<file path="src/design/cic_pkg.sv">
// Shared types, codes, constants and a priority function for the cascaded interrupt controller.
`default_nettype none

package cic_pkg;

    typedef enum logic [2:0] {
        FUNC_CMD_WRITE  = 3'd0,
        FUNC_DATA_WRITE = 3'd1,
        FUNC_CMD_READ   = 3'd2,
        FUNC_DATA_READ  = 3'd3,
        FUNC_RAISE      = 3'd4,
        FUNC_LOWER      = 3'd5,
        FUNC_SERVICE    = 3'd6
    } func_t;

    typedef struct packed {
        func_t      func;
        logic       chip_select;
        logic [7:0] write_value;
        logic [3:0] irq_line;
    } in_item_t;

    typedef struct packed {
        logic [7:0] read_value;
        logic       intr_valid;
        logic [7:0] intr_vector;
    } out_item_t;

    localparam logic [15:0] MASK_RESET         = 16'hFEF8;
    localparam logic [4:0]  MASTER_BASE_RESET  = 5'd1;
    localparam logic [4:0]  SLAVE_BASE_RESET   = 5'd14;
    localparam logic [4:0]  NO_LINE            = 5'd16;
    localparam logic [15:0] SLAVE_LINES        = 16'hFF00;

    // Cascade priority: master lines 0-2, the slave lines on line 2, then master 3-7.
    localparam logic [3:0] SCAN_ORDER [16] = '{
        4'd0, 4'd1, 4'd2, 4'd8, 4'd9, 4'd10, 4'd11, 4'd12,
        4'd13, 4'd14, 4'd15, 4'd3, 4'd4, 4'd5, 4'd6, 4'd7
    };

    // Position of each line in the scan order.
    localparam logic [3:0] LINE_RANK [16] = '{
        4'd0, 4'd1, 4'd2, 4'd11, 4'd12, 4'd13, 4'd14, 4'd15,
        4'd3, 4'd4, 4'd5, 4'd6, 4'd7, 4'd8, 4'd9, 4'd10
    };

    // First set line in scan order, or NO_LINE when none is set.
    function automatic logic [4:0] first_in_order(input logic [15:0] bits);
        logic [4:0] res;
        res = NO_LINE;
        for (int j = 15; j >= 0; j--) begin
            if (bits[SCAN_ORDER[j]]) begin
                res = {1'b0, SCAN_ORDER[j]};
            end
        end
        return res;
    endfunction

endpackage

`default_nettype wire

</file>
<file path="src/design/cascaded_interrupt_controller_core.sv">
// Top level of the cascaded interrupt controller: master and slave pair with 16 lines.
`default_nettype none

// A master/slave pair of 8259-style controllers seen as one 16-line unit. Each input
// item is a port access, a line raise or lower, or a service attempt, and each one gives
// exactly one result item. An item is registered on acceptance, processed by one level
// of logic (a 16-line priority encoder over the cascade order), and its result lands
// in an output register, so a new item is taken every cycle while the result side
// keeps up. The output register is the only buffer: when a result waits, the next item
// is held in the input register and input acceptance stops until the result is taken.
module cascaded_interrupt_controller_core (
    input  wire logic              aclk,
    input  wire logic              aresetn,
    input  wire logic              s_valid,
    output logic                   s_ready,
    input  wire cic_pkg::in_item_t s_item,
    output logic                   m_valid,
    input  wire logic              m_ready,
    output cic_pkg::out_item_t     m_item
);

    // Pipeline registers.
    logic               in_valid_reg;
    cic_pkg::in_item_t  in_reg;
    logic               out_valid_reg;
    cic_pkg::out_item_t out_reg;
    cic_pkg::out_item_t out_next;
    logic               advance;

    // Controller state.
    logic [15:0] mask_reg, mask_next;
    logic [15:0] req_reg, req_next;
    logic [15:0] isr_reg, isr_next;
    logic [4:0]  active_reg, active_next;
    logic [4:0]  vbase_reg [2];
    logic [4:0]  vbase_next [2];
    logic [1:0]  init_step_reg [2];
    logic [1:0]  init_step_next [2];
    logic [1:0]  init_words_reg [2];
    logic [1:0]  init_words_next [2];
    logic [1:0]  single_reg, single_next;
    logic [1:0]  aeoi_reg, aeoi_next;
    logic [1:0]  rot_aeoi_reg, rot_aeoi_next;
    logic [1:0]  ris_reg, ris_next;
    logic [1:0]  smm_reg, smm_next;

    // Decode helpers.
    logic        cs;
    logic [7:0]  v;
    logic [15:0] eoi_clear;
    logic [4:0]  after_eoi_line;
    logic [4:0]  prio;
    logic        any_special;
    logic [15:0] eligible;
    logic [4:0]  svc_line;
    logic        svc_chip;
    logic [1:0]  cur_step;
    logic [1:0]  cur_words;
    logic [1:0]  step_after;
    logic [7:0]  req_byte;

    assign advance = !out_valid_reg || m_ready;
    assign s_ready = !in_valid_reg || advance;
    assign m_valid = out_valid_reg;
    assign m_item  = out_reg;

    assign cs = in_reg.chip_select;
    assign v  = in_reg.write_value;

    // Ending the active line and choosing the next in-service line.
    assign eoi_clear      = active_reg[4] ? 16'h0000 : (16'h0001 << active_reg[3:0]);
    assign after_eoi_line = cic_pkg::first_in_order(isr_reg & ~eoi_clear);

    // Lines offered to a service attempt.
    assign prio        = active_reg[4] ? cic_pkg::NO_LINE
                                       : {1'b0, cic_pkg::LINE_RANK[active_reg[3:0]]};
    assign any_special = smm_reg[0] || smm_reg[1];

    always_comb begin
        for (int i = 0; i < 16; i++) begin
            eligible[i] = (({1'b0, cic_pkg::LINE_RANK[i]} < prio)
                           || (any_special && smm_reg[i / 8]))
                          && !mask_reg[i] && req_reg[i]
                          && !(i > 7 && mask_reg[2]);
        end
    end

    assign svc_line = cic_pkg::first_in_order(eligible);
    assign svc_chip = svc_line[3];

    // Initialization word sequencing for the addressed chip.
    assign cur_step  = init_step_reg[cs];
    assign cur_words = init_words_reg[cs];

    always_comb begin
        if (cur_step >= cur_words) begin
            step_after = 2'd0;
        end else if (cur_step == 2'd1 && single_reg[cs]) begin
            step_after = (cur_words == 2'd3) ? 2'd3 : 2'd0;
        end else begin
            step_after = cur_step + 2'd1;
        end
    end

    // The master request byte also shows line 2 while line 2 is unmasked and an open slave line is requesting.
    always_comb begin
        if (cs) begin
            req_byte = req_reg[15:8];
        end else begin
            req_byte = req_reg[7:0];
            if (!mask_reg[2] && ((req_reg & ~mask_reg & cic_pkg::SLAVE_LINES) != 16'h0000)) begin
                req_byte[2] = 1'b1;
            end
        end
    end

    always_comb begin
        mask_next       = mask_reg;
        req_next        = req_reg;
        isr_next        = isr_reg;
        active_next     = active_reg;
        vbase_next      = vbase_reg;
        init_step_next  = init_step_reg;
        init_words_next = init_words_reg;
        single_next     = single_reg;
        aeoi_next       = aeoi_reg;
        rot_aeoi_next   = rot_aeoi_reg;
        ris_next        = ris_reg;
        smm_next        = smm_reg;
        out_next        = '0;

        unique case (in_reg.func)
            cic_pkg::FUNC_CMD_WRITE: begin
                if (v[4]) begin
                    single_next[cs]     = v[1];
                    init_step_next[cs]  = 2'd1;
                    init_words_next[cs] = {1'b1, v[0]};
                end else if (v[3]) begin
                    if (v[1]) begin
                        ris_next[cs] = v[0];
                    end
                    if (v[6]) begin
                        smm_next[cs] = v[5];
                    end
                end else if (v[5]) begin
                    if (v[6]) begin
                        if (active_reg == {1'b0, cs, v[2:0]}) begin
                            isr_next    = isr_reg & ~eoi_clear;
                            active_next = after_eoi_line;
                        end
                    end else if (cs ? !active_reg[4] : (active_reg < 5'd8)) begin
                        isr_next    = isr_reg & ~eoi_clear;
                        active_next = after_eoi_line;
                    end
                end else if (!v[6]) begin
                    rot_aeoi_next[cs] = v[7];
                end
            end
            cic_pkg::FUNC_DATA_WRITE: begin
                case (cur_step)
                    2'd0: begin
                        if (cs) begin
                            mask_next[15:8] = v;
                        end else begin
                            mask_next[7:0] = v;
                        end
                    end
                    2'd1: begin
                        vbase_next[cs]     = v[7:3];
                        init_step_next[cs] = step_after;
                    end
                    2'd2: begin
                        init_step_next[cs] = step_after;
                    end
                    default: begin
                        aeoi_next[cs]      = v[1];
                        init_step_next[cs] = step_after;
                    end
                endcase
            end
            cic_pkg::FUNC_CMD_READ: begin
                if (ris_reg[cs]) begin
                    out_next.read_value = cs ? isr_reg[15:8] : isr_reg[7:0];
                end else begin
                    out_next.read_value = req_byte;
                end
            end
            cic_pkg::FUNC_DATA_READ: begin
                out_next.read_value = cs ? mask_reg[15:8] : mask_reg[7:0];
            end
            cic_pkg::FUNC_RAISE: begin
                req_next = req_reg | (16'h0001 << in_reg.irq_line);
            end
            cic_pkg::FUNC_LOWER: begin
                req_next = req_reg & ~(16'h0001 << in_reg.irq_line);
            end
            cic_pkg::FUNC_SERVICE: begin
                if (!svc_line[4]) begin
                    req_next             = req_reg & ~(16'h0001 << svc_line[3:0]);
                    out_next.intr_valid  = 1'b1;
                    out_next.intr_vector = {vbase_reg[svc_chip], svc_line[2:0]};
                    if (!aeoi_reg[svc_chip]) begin
                        active_next = svc_line;
                        isr_next    = isr_reg | (16'h0001 << svc_line[3:0]);
                    end
                end
            end
            default: begin
            end
        endcase
    end

    always_ff @(posedge aclk) begin
        if (!aresetn) begin
            in_valid_reg       <= 1'b0;
            out_valid_reg      <= 1'b0;
            mask_reg           <= cic_pkg::MASK_RESET;
            req_reg            <= 16'h0000;
            isr_reg            <= 16'h0000;
            active_reg         <= cic_pkg::NO_LINE;
            vbase_reg[0]       <= cic_pkg::MASTER_BASE_RESET;
            vbase_reg[1]       <= cic_pkg::SLAVE_BASE_RESET;
            init_step_reg[0]   <= 2'd0;
            init_step_reg[1]   <= 2'd0;
            init_words_reg[0]  <= 2'd0;
            init_words_reg[1]  <= 2'd0;
            single_reg         <= 2'b00;
            aeoi_reg           <= 2'b00;
            rot_aeoi_reg       <= 2'b00;
            ris_reg            <= 2'b00;
            smm_reg            <= 2'b00;
        end else begin
            if (s_ready) begin
                in_valid_reg <= s_valid;
            end
            if (advance) begin
                out_valid_reg <= in_valid_reg;
            end
            if (in_valid_reg && advance) begin
                mask_reg       <= mask_next;
                req_reg        <= req_next;
                isr_reg        <= isr_next;
                active_reg     <= active_next;
                vbase_reg      <= vbase_next;
                init_step_reg  <= init_step_next;
                init_words_reg <= init_words_next;
                single_reg     <= single_next;
                aeoi_reg       <= aeoi_next;
                rot_aeoi_reg   <= rot_aeoi_next;
                ris_reg        <= ris_next;
                smm_reg        <= smm_next;
            end
        end
    end

    always_ff @(posedge aclk) begin
        if (s_ready && s_valid) begin
            in_reg <= s_item;
        end
        if (in_valid_reg && advance) begin
            out_reg <= out_next;
        end
    end

endmodule

`default_nettype wire

</file>
<file path="config.mk">
export PLATFORM = sky130hd
export DESIGN_NAME = cascaded_interrupt_controller_core
export DESIGN_NICKNAME = d
export VERILOG_FILES = /design/src/design/cic_pkg.sv /design/src/design/cascaded_interrupt_controller_core.sv
export SDC_FILE = /design/constraint.sdc
export NUM_CORES = 1
export LEC_CHECK = 0
export BUFFER_PORTS_ARGS = -buffer_cell sky130_fd_sc_hd__buf_2
export CORE_ASPECT_RATIO = 0.8
export CORE_MARGIN = 4
export CORE_UTILIZATION = 60
export DETAILED_ROUTE_END_ITERATION = 7
export GPL_TIMING_DRIVEN = 0
export PLACE_DENSITY = 0.76
export SETUP_SLACK_MARGIN = 0.05
export SLEW_MARGIN = 0
export SYNTH_ARGS = -nofsm -noshare
export SYNTH_HDL_FRONTEND = slang
export SYNTH_SLANG_ARGS = --single-unit
</file>
<file path="constraint.sdc">
create_clock -name aclk -period 4.45 [get_ports aclk]
set_input_delay 0.2225 -clock aclk [delete_from_list [all_inputs] [get_ports aclk]]
set_output_delay 0.2225 -clock aclk [all_outputs]
set_load 0.03 [all_outputs]
</file>
==> key figures, run 1 <==
Timing
  • Setup TNS: 0 ps
  • Hold WS: 46.1 ps
  • Final Hold Viols: 0
  • Setup Skew: 11.2 ps
  • Measured slew at the worst slew-check pin: 1190 ps
  • Rel. slew slack: 18.6%
  • Peak Freq: 244 MHz
  • Max-slew violation count: 0
  • RSZ-0062 raised after global routing: no
  • Final period util: 92.0%
  • Setup violations, final: 0
  • Final min period: 4090 ps

Synthesis
  • Largest family of logic cells by synthesized area: simple AND/OR/NAND/NOR gates
  • Synth top area share: 24.4%
  • Count leader, synth: nand2_1
  • Sequential-to-total area share from yosys stat: 39.3%
  • Synth Area in Compound Gates: 22.9%
  • Mux share of post-synthesis cell area: 7.01%
  • Synth Net Count: 800
  • Post-Syn Area: 6640 um^2
  • Area share of and/or/nand/nor cells after synthesis: 24.0%
  • Yosys reg bits: 114
  • Ys Warns: 0
  • Number of enable flip-flop cells after synthesis: 33
  • Top cells by area, synth: dfxtp_1 (24%), edfxtp_1 (15%), mux2i_1 (5.4%)
  • Post-synthesis adder-cell area fraction: 1.88%
  • Yosys top cell by area: dfxtp_1
  • Avg Cell Area, Syn: 8.62 um^2
  • Gate Count Post-Synth: 770
  • Post-Synth XOR/XNOR Area: 0.528%
  • Commonest cells in the netlist: nand2_1 (87), dfxtp_1 (81), nor2_1 (67), a21oi_1 (53), nand3_1 (46)
  • Number of distinct library cells after synthesis: 84
  • Synth Flop Type: dfxtp_1
  • Async set or reset register ratio after synthesis: 0%

Setup path
  • Crit Path Class: flip-flop to flip-flop
  • Worst path required time: 4720 ps
  • Critical Path Fanout Max: 10
  • Startpoint Class: flip-flop
  • Data arrival, critical path: 4360 ps
  • Crit path buffers/inverters: 2
  • Critical path endpoint category: flip-flop
  • R2R depth: 11
  • Worst path max stage delay: 560 ps
  • Stages on worst setup path: 11
  • Delay-heaviest family, CP: compound AO/OA/AOI/OAI gates
  • Worst-path cell chain: inv_1 -> ha_1 -> or3b_1 -> a221oi_1 -> o32ai_1 -> o31a_1 -> a221oi_2 -> o21ai_1 -> buf_2 -> a21oi_1 -> a211oi_1
  • CP max stage cell: dfxtp_1

Die
  • Top-Level Pins: 39
  • Die width: 126 um
  • Initial core utilization: 61.2%
  • CORE AREA: 10,800 um^2
  • Die Area: 12,800 um^2
  • Die H: 102 um
  • Core Rows: 34

Drt
  • TritonRoute pass-1 iters: 6
  • Detail Route Antenna Nets: 0
  • Remaining DRCs: 0
  • Routed via count: 6,764
  • Iter 0 DRT Violations: 905
  • Routed WL per cell: 22.6 um
  • Vias per std cell: 6.77
  • Routed WL: 22.6 mm

Run status
  • Outcome: finished, final reports clean

Clock tree
  • Post-CTS Setup Inserts: 0
  • H-Tree Depth: 4
  • CTS max path bufs: 2
  • CTS resizes: 0
  • CTS clk-pin slew, worst paths: 60 ps
  • CTS tree: built
  • Skew-Pair Late Insertion Delay: 410 ps
  • Root Driver: clkbuf_16
  • TritonCTS Buffers: 17
  • CTS sink count: 114

Global route
  • First-pass GRT wire length: 35.3 mm
  • Vias in the first global route: 6,328
  • Initial antenna violation count: 0
  • GRT Util Overall: 35.1%
  • GR Overflow Total: 0
  • Largest net degree at the start of global routing: 21

Min path
  • Hold depth: 3
  • HP Class: primary input to flip-flop

Cells and area
  • Max FFs per register: 17
  • Synth-to-Final Area Change: 18.3%
  • Fin cells: 999
  • Final #Nets: 872
  • Fill cells: 811
  • Layout cells sized above 1: 13.6%
  • Antenna cells: 0

Placed design
  • Post-Place Cells: 951
  • Port-buffer cells: 37
  • DP Wirelength: 16.1 mm
  • Final GP Congestion: 1.00

Power
  • Power Density: 362 nW/um^2
  • Worst vdd ir: 254 uV
  • Leak: 2.95 nW

Flow run
  • Max Cap Viol: 0
==> final cells by class <==
cell class | count | area [um^2] | area share (%)
sequential | 114 | 2610 | 33.3
multi-input combinational | 591 | 3740 | 47.7
inverter | 21 | 78.8 | 1.00
clock inverter | 13 | 255 | 3.25
timing repair buffer | 53 | 345 | 4.40
tap | 144 | 180 | 2.29
clock buffer | 19 | 433 | 5.51
buffer | 44 | 205 | 2.61
==> layer usage <==
metal | share of wire (%) | vias up | wire [um] | GRT usage (%)
met3 | 13 | 69 | 2850 | 8.10
met5 | 0 | - | 0 | 0
met4 | 3.0 | 0 | 679 | 11.3
li1 | - | 2993 | - | -
met2 | 43 | 498 | 9810 | 55.4
met1 | 41 | 3204 | 9230 | 48.4
==> kinds of logic (layout without fill, tap and decap cells) <==
group,count (synthesis),in the layout
mux,45,45
fa+ha+maj,10,10
buf+inv,65,150
xor+xnor,4,4
simple gates,317,317
compound gates,215,215
flops,114,114
==> worst register-to-register path: stages, from the launching register on <==
cell and delay (ps):
dfxtp_1 560, inv_1 150, ha_1 340, or3b_1 420, a221oi_1 390, o32ai_1 210
o31a_1 380, a221oi_2 310, o21ai_1 230, buf_2 280, a21oi_1 480, a211oi_1 180
==> per-stage QoR <==
stage / area (um^2) / utilization (%) / total power, mW / setup WS (ps)
after floorplan: 6640 / - / 1.20 / 1250
after global placement: 7010 / 64.6 / 1.24 / 579
after detailed placement: 7010 / 64.6 / 1.24 / 552
after CTS: 7850 / 72.4 / 2.84 / 528
after global routing: 7850 / 72.4 / 2.91 / 157
final: 7850 / 72.4 / 2.85 / 357
==> cell usage in the layout, fill, tap and decap left out, types with 6 or more instances in the layout <==
cell / n
nand2_1: 87
dfxtp_1: 81
nor2_1: 67
a21oi_1: 53
nand3_1: 46
buf_2: 42
mux2i_1: 36
o21ai_0: 34
edfxtp_1: 33
clkbuf_1: 30
nand2b_1: 22
inv_1: 20
a211oi_1: 20
clkbuf_16: 17
dlygate4sd3_1: 16
nor2b_1: 15
nor3_1: 13
nor3b_1: 11
a21boi_0: 11
and2_1: 10
ha_1: 10
o22ai_1: 9
a31oi_1: 9
mux2_2: 8
and3_1: 8
a21o_1: 8
nand3b_1: 7
bufinv_16: 7
o211ai_1: 6
==> power breakdown <==
group          total (mW)  leakage, nW  switching (mW)  internal [mW]
Sequential           1.10        0.976          0.0149           1.09
Combinational       0.133         1.64          0.0903         0.0423
Clock                1.61        0.332           0.502           1.11
==> what timing repair did <==
item,in CTS,in global routing
hold endpoints to repair,16,0
setup endpoints to repair,0,0
hold buffers,16,0
==> worst paths after layout <==
path	from	to	slack, ps
min reg2reg	vbase_reg[9]	vbase_reg[9]	460
min	s_valid	in_valid_reg	50
max	active_reg[1]	req_reg[10]	360
max reg2reg	active_reg[1]	req_reg[10]	360
Power figures use the tool's default switching activity.
==> inputs of run 2 (changes only) <==
Settings changed: RECOVER_POWER set to 25.
==> key figures, run 2 (same netlist as run 1, synthesis figures left out) <==
Drt
  • TritonRoute pass-1 iters: 8 (was 6)
  • Vias per std cell: 6.82 (was 6.77)
  • Iter 0 DRT Violations: 1,023 (was 905)
  • Remaining DRCs: 2 (was 0)
  • Detail Route Antenna Nets: 0 (unchanged)
  • Routed WL per cell: 22.6 um (about the same)
  • Routed via count: 6,814 (was 6,764)
  • Met2 WL: 9.73 mm (was 9.81 mm)
  • Routed WL: 22.6 mm (about the same)
  • Met3 wire len: 3.10 mm (was 2.85 mm)
  • Max Used Layer: met4 (unchanged)
  • M1 WL: 8.96 mm (was 9.23 mm)

Min path
  • Hold_sp: s_valid (unchanged)
  • HP Class: primary input to flip-flop (unchanged)
  • Hold depth: 3 (unchanged)
  • Hold Path End: in_valid_reg (unchanged)

Placed design
  • Final GP Congestion: 1.00 (unchanged)
  • Port-buffer cells: 37 (unchanged)
  • Dpl cell area: 7010 um^2 (unchanged)
  • DP Wirelength: 16.1 mm (unchanged)

Setup path
  • R2R depth: 8 (was 11)
  • Flop2flop setup slack: 290 ps (was 360 ps)
  • Worst path required time: 4750 ps (was 4720 ps)
  • Most frequent CP cell: clkbuf_1
  • CP max stage cell: a2111oi_0 (was dfxtp_1)
  • Worst path max stage delay: 1080 ps (was 560 ps)
  • Critical Path Fanout Max: 10 (unchanged)
  • Reg-to-Reg Start: cs (was active_reg[1])
  • RR Endpoint: init_step_reg[3] (was req_reg[10])
  • Crit Path Class: flip-flop to flip-flop (unchanged)
  • Data arrival, critical path: 4460 ps (was 4360 ps)
  • Startpoint Class: flip-flop (unchanged)
  • Worst-path cell chain: clkbuf_1 -> clkbuf_1 -> buf_1 -> mux2i_1 -> ha_1 -> a2111oi_0 -> o21ai_0 -> o221a_2 (was inv_1 -> ha_1 -> or3b_1 -> a221oi_1 -> o32ai_1 -> o31a_1 -> a221oi_2 -> o21ai_1 -> buf_2 -> a21oi_1 -> a211oi_1)
  • Critical path endpoint category: flip-flop (unchanged)

Timing
  • Final min period: 4160 ps (was 4090 ps)
  • Rel. slew slack: 14.1% (was 18.6%)
  • Setup Skew: 9.58 ps (was 11.2 ps)
  • Setup violations, final: 0 (unchanged)
  • Setup TNS: 0 ps (unchanged)
  • Final period util: 93.4% (was 92.0%)
  • Hold WS: 49.0 ps (was 46.1 ps)
  • Final Hold Viols: 0 (unchanged)
  • RSZ-0062 raised after global routing: no (unchanged)
  • Max-slew violation count: 0 (unchanged)
  • Peak Freq: 241 MHz (was 244 MHz)
  • Measured slew at the worst slew-check pin: 1260 ps (was 1190 ps)

Clock tree
  • TritonCTS Buffers: 17 (unchanged)
  • CTS clk-pin slew, worst paths: 60 ps (about the same)
  • CTS resizes: 0 (unchanged)
  • Skew-Pair Late Insertion Delay: 410 ps (about the same)
  • CTS tree: built (unchanged)
  • H-Tree Depth: 4 (unchanged)
  • CTS max path bufs: 2 (unchanged)
  • Root Driver: clkbuf_16 (unchanged)
  • CTS sink count: 114 (unchanged)

Cells and area
  • Fill cells: 823 (was 811)
  • Post-route cell area: 7830 um^2 (was 7850 um^2)
  • Layout cells sized above 1: 11.3% (was 13.6%)
  • Commonest cells after routing, fill and taps aside: nand2_1 (87), dfxtp_1 (81), nor2_1 (67) (unchanged)
  • Antenna cells: 0 (unchanged)
  • Synth-to-Final Area Change: 17.9% (was 18.3%)
  • Register area: 2610 um^2 (unchanged)
  • Final #Nets: 872 (unchanged)
  • Multi-input logic area: 3740 um^2 (unchanged)
  • Max FFs per register: 17 (unchanged)
  • Leading cell type in the layout, fill and taps excluded: nand2_1 (unchanged)

Die
  • CORE AREA: 10,800 um^2 (unchanged)
  • Die width: 126 um (unchanged)
  • Top-Level Pins: 39 (unchanged)
  • Initial core utilization: 61.2% (unchanged)
  • Die Area: 12,800 um^2 (unchanged)
  • Die H: 102 um (unchanged)
  • Core Rows: 34 (unchanged)

Power
  • Final Power: 2.85 mW (about the same)
  • Power Density: 364 nW/um^2 (was 362 nW/um^2)
  • Leak: 2.89 nW (was 2.95 nW)
  • Worst vdd ir: 256 uV (was 254 uV)

Global route
  • Initial antenna violation count: 0 (unchanged)
  • GRT Util Overall: 35.1% (unchanged)
  • Largest net degree at the start of global routing: 21 (unchanged)
  • GR Overflow Total: 0 (unchanged)
  • First-pass GRT wire length: 35.3 mm (unchanged)
  • Vias in the first global route: 6,328 (unchanged)

Flow run
  • Max Cap Viol: 0 (unchanged)

Run status
  • Outcome: complete, but fails checks (was finished, final reports clean)
  • Failing checks: design-rule violations
-- run 2: cell count changes in the layout (fill, tap and decap cells not counted), sizes merged --
cell / before / now
clkbuf: 47 / 66
buf: 53 / 34
-- run 2: power by group --
part / internal (mW) / switching [mW] / total [mW] / leakage [nW]
logic: 0.0404 / 0.0904 / 0.131 / 1.58
registers: 1.09 / 0.0153 / 1.10 / 0.976
clock network: 1.11 / 0.503 / 1.61 / 0.332
-- run 2: routing by layer --
metal	global-route usage [%]	up-vias
li1	-	2991
met4	11.3	0
met3	8.10	79
met1	48.4	3218
met5	0	-
met2	55.4	526
-- run 2: how the worst max path moves through the flow --
| stage | start | end | slack [ps] | cells past startpoint |
|---|---|---|---|---|
| finish | cs | init_step_reg[3] | 290 | 8 |
| global route | cs | init_step_reg[3] | 160 | 8 |
| CTS | active_reg[0] | isr_reg[3] | 530 | 12 |
| detailed placement | active_reg[0] | isr_reg[3] | 550 | 12 |
| global placement | active_reg[1] | req_reg[6] | 580 | 11 |
| floorplan | active_reg[0] | active_reg[1] | 1250 | 11 |
-- run 2: layout make-up --
| cell class | count | share of cell area (%) |
|---|---|---|
| clock buffer | 19 | 5.53 |
| timing repair buffer | 53 | 4.11 |
| multi-input combinational | 591 | 47.8 |
| buffer | 44 | 2.62 |
| clock inverter | 13 | 3.26 |
| tap | 144 | 2.30 |
| inverter | 21 | 1.01 |
| sequential | 114 | 33.4 |
-- run 2: critical path, delay by kind of cell (launching register included) --
kind / cells / cell delay [ps]
compound gates: 3 / 1740
buf+inv: 3 / 1440
mux: 1 / 250
fa+ha+maj: 1 / 280
flops: 1 / 320
-- run 2: repair_timing --
item	in CTS	in global routing
endpoints found under the hold margin	16	0
setup buffers	0	0
hold buffers	16	0
-- run 2: stage by stage --
| stage | utilization, % | setup WS [ps] | cells |
|---|---|---|---|
| after floorplan | - | 1250 | 770 |
| after global placement | 64.6 | 579 | 951 |
| after detailed placement | 64.6 | 552 | 951 |
| after CTS | 72.4 | 528 | 999 |
| after global routing | 72.2 | 157 | 999 |
| final | 72.2 | 294 | 999 |
==> inputs of run 3 (changes only) <==
Settings changed: BUFFER_PORTS_ARGS -buffer_cell sky130_fd_sc_hd__buf_2 to not set, DONT_BUFFER_PORTS set to 1, PLACE_DENSITY 0.76 to 0.73.
==> key figures, run 3 (same netlist as run 1, synthesis figures left out) <==
Run status
  • Outcome: complete, but fails checks (unchanged)
  • Failing checks: design-rule violations (unchanged)

Cells and area
  • Finished Core Util: 70.4% (was 72.2%)
  • Post-route cell area: 7630 um^2 (was 7830 um^2)
  • Synth-to-Final Area Change: 15.0% (was 17.9%)
  • Final #Nets: 836 (was 872)
  • Layout cells sized above 1: 9.65% (was 11.3%)
  • Antenna cells: 0 (unchanged)
  • Commonest cells after routing, fill and taps aside: nand2_1 (87), dfxtp_1 (81), nor2_1 (67) (unchanged)
  • Leading cell type in the layout, fill and taps excluded: nand2_1 (unchanged)
  • Max FFs per register: 17 (unchanged)

Power
  • Power Density: 357 nW/um^2 (was 364 nW/um^2)
  • Leak: 2.77 nW (was 2.89 nW)
  • Final Power: 2.73 mW (was 2.85 mW)
  • Worst vdd ir: 317 uV (was 256 uV)

Setup path
  • RR Endpoint: isr_reg[3] (was init_step_reg[3])
  • Startpoint Class: flip-flop (unchanged)
  • Crit path to: isr_reg[3] (was init_step_reg[3])
  • Critical Path Fanout Max: 10 (unchanged)
  • Worst Setup SP: active_reg[1] (was cs)
  • Critical path endpoint category: flip-flop (unchanged)
  • Crit Path Class: flip-flop to flip-flop (unchanged)
  • Worst path required time: 4810 ps (was 4750 ps)
  • Reg-to-Reg Start: active_reg[1] (was cs)
  • Flop2flop setup slack: 540 ps (was 290 ps)
  • Data arrival, critical path: 4270 ps (was 4460 ps)
  • R2R depth: 11 (was 8)

Timing
  • Final period util: 87.9% (was 93.4%)
  • Hold WS: 31.5 ps (was 49.0 ps)
  • Setup TNS: 0 ps (unchanged)
  • Rel. slew slack: 30.2% (was 14.1%)
  • Setup Skew: 9.32 ps (was 9.58 ps)
  • Peak Freq: 256 MHz (was 241 MHz)
  • Max-slew violation count: 0 (unchanged)
  • RSZ-0062 raised after global routing: no (unchanged)
  • Final Hold Viols: 0 (unchanged)
  • Measured slew at the worst slew-check pin: 1040 ps (was 1260 ps)
  • Final min period: 3910 ps (was 4160 ps)
  • Setup violations, final: 0 (unchanged)

Clock tree
  • CTS max path bufs: 2 (unchanged)
  • TritonCTS Buffers: 17 (unchanged)
  • Skew-Pair Late Insertion Delay: 420 ps (was 410 ps)
  • H-Tree Depth: 4 (unchanged)
  • CTS tree: built (unchanged)
  • CTS clk-pin slew, worst paths: 60 ps (about the same)
  • Root Driver: clkbuf_16 (unchanged)
  • CTS sink count: 114 (unchanged)

Drt
  • Routed via count: 6,555 (was 6,814)
  • Iter 0 DRT Violations: 939 (was 1,023)
  • Routed WL: 22.0 mm (was 22.6 mm)
  • Vias per std cell: 6.81 (was 6.82)
  • Detail Route Antenna Nets: 0 (unchanged)
  • TritonRoute pass-1 iters: 8 (unchanged)
  • Routed WL per cell: 22.8 um (was 22.6 um)
  • Remaining DRCs: 1 (was 2)

Placed design
  • Port-buffer cells: 0 (was 37)
  • DP Wirelength: 15.8 mm (was 16.1 mm)
  • Final GP Congestion: 1.02 (was 1.00)
  • Dpl cell area: 6820 um^2 (was 7010 um^2)

Flow run
  • Max Cap Viol: 0 (unchanged)

Global route
  • GR Overflow Total: 0 (unchanged)
  • Vias in the first global route: 6,135 (was 6,328)
  • GRT Util Overall: 34.3% (was 35.1%)
  • First-pass GRT wire length: 33.9 mm (was 35.3 mm)
  • Largest net degree at the start of global routing: 21 (unchanged)
  • Initial antenna violation count: 0 (unchanged)

Die
  • Die width: 126 um (unchanged)
  • Die Area: 12,800 um^2 (unchanged)
  • CORE AREA: 10,800 um^2 (unchanged)
  • Die H: 102 um (unchanged)
  • Top-Level Pins: 39 (unchanged)
  • Initial core utilization: 61.2% (unchanged)
  • Core Rows: 34 (unchanged)

Min path
  • HP Class: primary input to flip-flop (unchanged)
  • Hold depth: 3 (unchanged)
## run 3: cell types whose count changed in the layout (fill, tap and decap cells not counted), moves of 2 or more
cell        delta
buf_2         -18
clkinvlp_4     +2
clkbuf_1      -19
bufinv_16      -2
## run 3: worst max-delay path: stages, from the launching register on
cell      delay, ps
dfxtp_1         560
inv_1           150
ha_1            330
or3b_1          420
a221oi_1        380
o32ai_1         210
o31a_1          380
a221oi_2        320
o21ai_1         230
buf_2           270
nor4_1          360
o221a_2         250
## run 3: power by group
group | switching (mW) | internal, mW | leakage (nW)
logic | 0.0735 | 0.0335 | 1.49
clock network | 0.511 | 0.994 | 0.304
registers | 0.0283 | 1.09 | 0.976
total | 0.612 | 2.12 | 2.77
## run 3: per-stage QoR
stage                     setup slack, ps  instances
after floorplan                      1250        770
after global placement                667        914
after detailed placement              681        914
after CTS                             581        963
after global routing                  285        963
final                                 536        963
## run 3: routing by layer
metal	part of all wire, %	track usage, %	up-vias	wire length [um]
met2	43	51.6	472	9350
met1	41	47.6	3102	9060
met5	0	0	-	0
li1	-	-	2919	-
met3	13	9.82	62	2930
met4	2.9	12.0	0	647
## run 3: area by class of cell
type / instances / area [um^2]
clock inverters: 13 / 209
multi-input cells: 591 / 3740
clock buffers: 19 / 433
fillers: 857 / 3210
well taps: 144 / 180
repair buffers: 17 / 170
flip-flops and latches: 114 / 2610
plain buffers: 44 / 205
inverters: 21 / 78.8
## run 3: worst min path at each step
stage	start	to	slack (ps)
3_3_place_gp	s_item[1]	in_reg[1]	320
2_1_floorplan	s_item[12]	cs	320
6_report	m_ready	m_valid	30
4_1_cts	m_ready	m_valid	20
3_5_place_dp	s_item[9]	v[5]	320
5_1_grt	m_ready	m_valid	40
## run 3: repair_timing
| item | 4_1_cts | 5_1_grt |
|---|---|---|
| endpoints found under the setup margin | 0 | 1 |
| hold endpoints to repair | 17 | 0 |
| gates resized for setup | 0 | 1 |
| setup buffers | 0 | 0 |
| hold buffers | 17 | 0 |
